[src/rtl/core/fct_pkg.sv]
// Package for the frustum cull test core: widths, op codes, plane fields.
// No dependencies; used by every file in rtl/core.
`default_nettype none
package fct_pkg;
  localparam int COORD_WIDTH_DEF = 16;
  localparam int NUM_PLANES = 6;
  localparam int PLANE_W = 64;
  localparam int NORM_W = 16;
  localparam int IDX_W = 3;
  localparam int ALIGN_SHIFT = 14;

  typedef enum logic [1:0] {
    OP_POINT  = 2'd0,
    OP_SPHERE = 2'd1,
    OP_BOX    = 2'd2,
    OP_CUBE   = 2'd3
  } op_t;

  typedef logic [PLANE_W-1:0] plane_t;
endpackage
`default_nettype wire

[src/rtl/core/fct_plane_unit.sv]
// One plane's distance test, three register stages: products, sums, compare.
// Depends on fct_pkg. Advances when en is high.
`default_nettype none
module fct_plane_unit #(
  parameter int CW = fct_pkg::COORD_WIDTH_DEF
) (
  input  wire logic                  clk,
  input  wire logic                  en,
  input  wire fct_pkg::plane_t       plane,
  input  wire logic [1:0]            op,
  input  wire logic signed [CW-1:0]  px,
  input  wire logic signed [CW-1:0]  py,
  input  wire logic signed [CW-1:0]  pz,
  input  wire logic [CW-2:0]         sx,
  input  wire logic [CW-2:0]         sy,
  input  wire logic [CW-2:0]         sz,
  input  wire logic [CW-2:0]         rad,
  output logic                       reject
);
  localparam int PW = fct_pkg::NORM_W + CW + 1;
  localparam int SW = PW + 4;

  logic signed [fct_pkg::NORM_W-1:0] a, b, c, d;
  logic [fct_pkg::NORM_W-1:0] aa, ab, ac;
  logic signed [PW-1:0] pa_r, pb_r, pc_r, ra_r, rb_r, rc_r, rd_r;
  logic [1:0] op1_r, op2_r;
  logic signed [SW-1:0] dist_r, reach_r, rr_r;
  logic signed [SW-1:0] dist_nxt, reach_nxt, rr_nxt, tot;
  logic reject_r, reject_nxt;

  assign a = plane[15:0];
  assign b = plane[31:16];
  assign c = plane[47:32];
  assign d = plane[63:48];
  assign aa = a[fct_pkg::NORM_W-1] ? fct_pkg::NORM_W'(-a) : fct_pkg::NORM_W'(a);
  assign ab = b[fct_pkg::NORM_W-1] ? fct_pkg::NORM_W'(-b) : fct_pkg::NORM_W'(b);
  assign ac = c[fct_pkg::NORM_W-1] ? fct_pkg::NORM_W'(-c) : fct_pkg::NORM_W'(c);

  always_ff @(posedge clk) begin
    if (en) begin
      pa_r <= PW'(a) * PW'(px);
      pb_r <= PW'(b) * PW'(py);
      pc_r <= PW'(c) * PW'(pz);
      ra_r <= PW'($signed({1'b0, aa})) * PW'($signed({1'b0, sx}));
      rb_r <= PW'($signed({1'b0, ab})) * PW'($signed({1'b0, sy}));
      rc_r <= PW'($signed({1'b0, ac})) * PW'($signed({1'b0, sz}));
      rd_r <= PW'($signed({1'b0, rad})) <<< fct_pkg::ALIGN_SHIFT;
      dist_r <= dist_nxt;
      reach_r <= reach_nxt;
      rr_r <= rr_nxt;
      op1_r <= op;
      op2_r <= op1_r;
      reject_r <= reject_nxt;
    end
  end

  // rd slot carries only the sphere radius; d is aligned in its own register and added here
  logic signed [SW-1:0] d_al_r;
  always_ff @(posedge clk) begin
    if (en) d_al_r <= SW'(d) <<< fct_pkg::ALIGN_SHIFT;
  end

  assign dist_nxt  = SW'(pa_r) + SW'(pb_r) + SW'(pc_r) + d_al_r;
  assign reach_nxt = SW'(ra_r) + SW'(rb_r) + SW'(rc_r);
  assign rr_nxt    = SW'(rd_r);
  assign tot       = dist_r + reach_r;

  always_comb begin
    case (op2_r)
      fct_pkg::OP_POINT:  reject_nxt = dist_r < 0;
      fct_pkg::OP_SPHERE: reject_nxt = dist_r <= -rr_r;
      default:            reject_nxt = tot <= 0;
    endcase
  end

  assign reject = reject_r;
endmodule
`default_nettype wire

[config.mk]
export PLATFORM = sky130hd
export DESIGN_NAME = fct_plane_unit
export DESIGN_NICKNAME = d
export VERILOG_FILES = /design/src/rtl/core/fct_pkg.sv /design/src/rtl/core/fct_plane_unit.sv
export SDC_FILE = /design/constraint.sdc
export NUM_CORES = 2
export LEC_CHECK = 0
export ABC_AREA = 1
export BUFFER_PORTS_ARGS = -buffer_cell sky130_fd_sc_hd__buf_2
export CAP_MARGIN = 10
export CORE_ASPECT_RATIO = 1.1
export CORE_MARGIN = 4
export CORE_UTILIZATION = 55
export DETAILED_ROUTE_END_ITERATION = 7
export GPL_ROUTABILITY_DRIVEN = 0
export GPL_TIMING_DRIVEN = 0
export PLACE_DENSITY = 0.71
export SKIP_LAST_GASP = 1
export SLEW_MARGIN = 25
export SYNTH_ARGS = -nofsm -noshare
export SYNTH_HDL_FRONTEND = slang
export SYNTH_SLANG_ARGS = --single-unit
[constraint.sdc]
create_clock -name clk -period 10.12 [get_ports clk]
set_input_delay 1.518 -clock clk [delete_from_list [all_inputs] [get_ports clk]]
set_output_delay 1.518 -clock clk [all_outputs]
set_load 0.005 [all_outputs]
After elaboration in Yosys (flattened, before gate mapping)
Index checks and enable logic that the tools add are counted.
W data, S select, Z words.

cells by class
  add/sub/neg operators = 10
  eq/ne operators = 1
  order comparisons = 3
  $mul = 6
  multiplexer cells = 4
  reduce and logical (&&, ||, !) cells = 1

operator list
  cell                   number
  $mul A16 B16 Y32       3
  $mul A16 B15 Y31       3
  $mux W16               3
  $neg A16 Y16           3
  $add A37 B37 Y37       1
  $le A37 B1 Y1 const B  1
  $le A37 B37 Y1         1
  $lt A37 B1 Y1 const B  1
  $neg A29 Y37           1
  $add A34 B30 Y35       1
  $add A33 B32 Y34       1
  $add A32 B31 Y33       1
  $add A32 B32 Y33       1
  $add A31 B31 Y32       1
  $eq A2 B1 Y1 const B   1
  $logic_not A2 Y1       1
  $pmux W1 S2            1

storage, ports and cells
  bits of input ports = 176
  register bits after elaboration = 314

Logic depth before layout (Yosys ltp)
  word-level depth = 3
  gate-level depth with buffers = 39

Worst setup path before layout
Ideal clock, no wire load.

  path type = input-to-reg
  start = input port plane[33]
  end = register rc_r[27], data pin
  stages = 35
  library setup time = 0.265 ns
  setup slack = 1.972 ns
  arrival time = 7.883 ns
  required time = 9.855 ns
  path through = buf_2 buf_1 inv_1 ha_1 inv_1 nor3_2 inv_1 nor3_2 a21oi_1 inv_1 nand2_1 nand2_1 clkinv_1 nor2_1 fa_1 inv_1 fa_1 inv_1 fa_1 inv_1 fa_1 inv_1 fa_1 inv_1 fa_1 inv_1 ha_1 a21o_1 nand2_1 nand4_1 a21oi_1 o21bai_1 a21oi_1 o21ai_0 xor2_1

on the way
  cells in the longest elaborated chain, start to end = 3

RTL lines
  what                  line                  source
  from (decl)           fct_plane_unit.sv:9   input wire fct_pkg::plane_t plane,
  $neg A16 Y16          fct_plane_unit.sv:37  assign ac = c[fct_pkg::NORM_W-1] ? fct_pkg::NORM_W'(-c) : fct_pkg::NORM_W'(c);
  $mux W16 (*)          fct_plane_unit.sv:37
  $mul A16 B15 Y31 (*)  fct_plane_unit.sv:46  rc_r <= PW'($signed({1'b0, ac})) * PW'($signed({1'b0, sz}));
  to (signal assigned)  fct_plane_unit.sv:46
  to (decl)             fct_plane_unit.sv:25  logic signed [PW-1:0] pa_r, pb_r, pc_r, ra_r, rb_r, rc_r, rd_r;

Mark *: on every way between the ends. The rest lies on a longest branch, timed or not.
A chain may end at the register's enable or synchronous reset.

Worst setup path in the final report
  start = input port plane[16]
  end = register rb_r[27], data pin

on the way
  cells in the longest elaborated chain, start to end = 3

RTL lines
  what                  line                  source
  $neg A16 Y16          fct_plane_unit.sv:36  assign ab = b[fct_pkg::NORM_W-1] ? fct_pkg::NORM_W'(-b) : fct_pkg::NORM_W'(b);
  $mux W16 (*)          fct_plane_unit.sv:36
  $mul A16 B15 Y31 (*)  fct_plane_unit.sv:45  rb_r <= PW'($signed({1'b0, ab})) * PW'($signed({1'b0, sy}));
  to (signal assigned)  fct_plane_unit.sv:45
  to (decl)             fct_plane_unit.sv:25

Marked as above.

==> impl_metrics.json <==
{
  "outcome": "finished, final reports clean",
  "worst_slew_pin_slew_ns": 0.9693,
  "numCtsBuffers": 31,
  "regArea_mm2": 0.009249,
  "vias": 57080,
  "drv_cap": 0,
  "final_nets": 11100,
  "grt.overflow.total": 0,
  "synthSimpleGateAreaFrac_pct": 15.40,
  "r2r-start": "rr_r[14]",
  "clock-sinks": 308,
  "cts_max_level": 1,
  "cts_tree": "done",
  "grt_usage_pct": 28.16,
  "clock_path_buffers": 3,
  "clock_skew_ns": 0.02621,
  "hp-start": "rd_r[23]",
  "cts_resized": 0,
  "slew_headroom_pct": 35.38,
  "max_clock_freq_mhz": 107.4,
  "synth_adder_area_share_pct": 50.29,
  "yosys_warnings": 0,
  "grt_max_degree": 102,
  "drive_above_1_share_pct": 2.435,
  "synth_mux_area_share_pct": 0,
  "postSynthCellCount": 8718,
  "tns_ns": 0,
  "hold_viol_final": 0,
  "ios": 177,
  "grt_pass1_wl_mm": 307.7,
  "worstHoldPathCells": 0,
  "syn_area_mm2": 0.07273,
  "chipHeight_um": 389.4,
  "min_to": "rr_r[23]",
  "worstSetupStartpointType": "primary input",
  "fp.dieW_um": 354.7,
  "start_util_pct": 55.54,
  "synth_area_per_cell_um2": 8.343,
  "io_buffers": 91,
  "drtAntennaViolNets": 0,
  "synth_top_cell_by_area": "fa_1",
  "critPathArrivalTime_ns": 9.68,
  "synthTopCellsByCount": "2364 x inv_1, 1830 x nand2_1, 1411 x fa_1",
  "finalMaxSlewViolations": 0,
  "fp-row-count": 139,
  "synth.distinct_cells": 53,
  "core-area_mm2": 0.1310,
  "drtPass1Iterations": 6,
  "drt_iter0_drc": 4988,
  "dp_hpwl_mm": 167.6,
  "synth-xor-area-share_pct": 3.372,
  "r2r_end": "reject",
  "die_area_mm2": 0.1381,
  "synth_ff_type": "edfxtp_1",
  "avgRoutedWirePerCell_um": 18.02,
  "post_drt_via_cell_ratio": 5.363,
  "fill_cells": 11670,
  "crit_path_max_fanout": 10,
  "clk_pin_slew_worst_paths_ns": 0.07,
  "crit_required_ns": 10.49,
  "synth_compound_area_share_pct": 4.435,
  "crit_slowest_cell": "clkbuf_1",
  "ys_seq_area_share_pct": 12.72,
  "synth-edff-count": 308,
  "critPathMaxStageDelay_ns": 0.78,
  "area_growth_pct": 5.314,
  "synth.net_count": 10970,
  "post-cts-setup-buffers": 0,
  "grt_antenna_before_repair": 22,
  "drc_errors": 0,
  "hold_path_class": "reg -> reg",
  "cpMostUsedCell": "fa_1",
  "multi_input_area_mm2": 0.05348,
  "ys_ff_latch": 308,
  "routed_wl_mm": 191.7,
  "hold_buffers": 0,
  "synth_top_family_by_area": "adder cells",
  "clkLatencyLatePin_ns": 0.60,
  "setup_viol": 0,
  "grt_pass1_vias": 59310,
  "endpoint_kind": "flop",
  "path_class": "in -> reg",
  "r2r_cells": 20,
  "async_reset_ff_share_pct": 0,
  "finalCritPeriodShare_pct": 92.04,
  "synth.most_common_cell": "inv_1",
  "rrSetupSlack_ns": 5.91,
  "finalCriticalPeriod_ns": 9.314,
  "rsz0062_at_grt": "no",
  "synth.area.top_cells": "fa_1 39%, edfxtp_1 13%, inv_1 12%",
  "yosysTopAreaCellShare_pct": 38.84,
  "cts_root_buffer": "clkbuf_16"
}
worst max path at each step:
stage	start	to	slack [ns]	cells after the start
3_3_place_gp	plane[16]	rb_r[27]	0.32	27
3_5_place_dp	plane[16]	rb_r[27]	0.17	27
4_1_cts	plane[16]	rb_r[27]	0.77	27
6_report	plane[16]	rb_r[27]	0.81	28
5_1_grt	plane[33]	rc_r[27]	0.40	35
2_1_floorplan	plane[33]	rc_r[27]	1.97	35
flip-flops by register name, indices dropped and copies added (netlist names):
name     cells
reach_r     33
dist_r      35
op1_r        2
pb_r        32
pc_r        32
d_al_r      16
rd_r        15
rr_r        15
ra_r        31
rb_r        31
reject       1
pa_r        32
op2_r        2
rc_r        31
kinds of logic (layout without fill, tap and decap cells):
kind of cell             count (synthesis)  after routing
AND/OR/NAND/NOR                       2812           2812
buffers and inverters                 2659           2810
adder cells (fa/ha/maj)               2077           2077
AO/OA/AOI/OAI                          582            582
flip-flops                             308            308
XOR/XNOR                               280            280
other                                    0             11
cell usage in the layout, fill, tap and decap left out, types with 5 or more instances in the layout:
| master | count |
|---|---|
| nor3_2 | 8 |
| o21ai_1 | 8 |
| a21oi_1 | 291 |
| nand4_1 | 47 |
| edfxtp_1 | 308 |
| clkinv_1 | 34 |
| o21bai_1 | 26 |
| inv_2 | 16 |
| nand3b_1 | 7 |
| nand3_1 | 136 |
| o21ai_0 | 156 |
| xnor2_1 | 107 |
| o211ai_1 | 17 |
| fa_1 | 1411 |
| nand2_1 | 1830 |
| buf_1 | 17 |
| a31oi_1 | 21 |
| clkinv_2 | 5 |
| ha_1 | 666 |
| nor3_1 | 51 |
| inv_1 | 2364 |
| a21boi_0 | 6 |
| clkbuf_1 | 222 |
| buf_2 | 97 |
| nor4_1 | 21 |
| o31ai_1 | 5 |
| o21a_1 | 9 |
| clkbuf_16 | 31 |
| or2_2 | 12 |
| xor2_1 | 172 |
| diode_2 | 11 |
| a21o_1 | 15 |
| bufinv_16 | 5 |
| nor2_1 | 680 |
| a211oi_1 | 7 |
layer usage:
| layer | part of all wire (%) | global-route usage [%] | up-vias |
|---|---|---|---|
| li1 | - | - | 25940 |
| met4 | 5.5 | 12.70 | 6 |
| met2 | 47 | 46.68 | 2353 |
| met1 | 39 | 36.75 | 28290 |
| met3 | 8.5 | 4.358 | 491 |
| met5 | 0.021 | 0 | - |
metrics by stage:
step	util [%]	setup slack, ns	hold WS [ns]	instances	instance area, um^2
floorplan	-	1.972	0.4003	8718	72730
global placement	57.57	0.3185	0.4050	10570	75390
detailed placement	57.64	0.1661	0.4045	10570	75490
CTS	58.46	0.7671	0.4255	10630	76550
global route	58.48	0.4016	0.4286	10640	76580
finish	58.49	0.8056	0.4233	10640	76600
worst max-delay path: cells and delay by family:
| family | cells | cell delay (ns) |
|---|---|---|
| adder cells (fa/ha/maj) | 8 | 3.56 |
| buffers and inverters | 8 | 2.02 |
| AND/OR/NAND/NOR | 8 | 1.87 |
| AO/OA/AOI/OAI | 3 | 0.37 |
| XOR/XNOR | 1 | 0.30 |
area by class of cell:
type,count,area share (%)
multi-input cells,5751,69.82
flip-flops and latches,308,12.07
inverters,2410,11.81
well taps,1762,2.878
plain buffers,249,1.271
clock buffers,33,1.023
repair buffers,94,0.7155
clock inverters,24,0.3692
diodes,11,0.03594
Power is not shown: default switching activity piles up to over one toggle a cycle in this logic, so the estimate is an artifact.
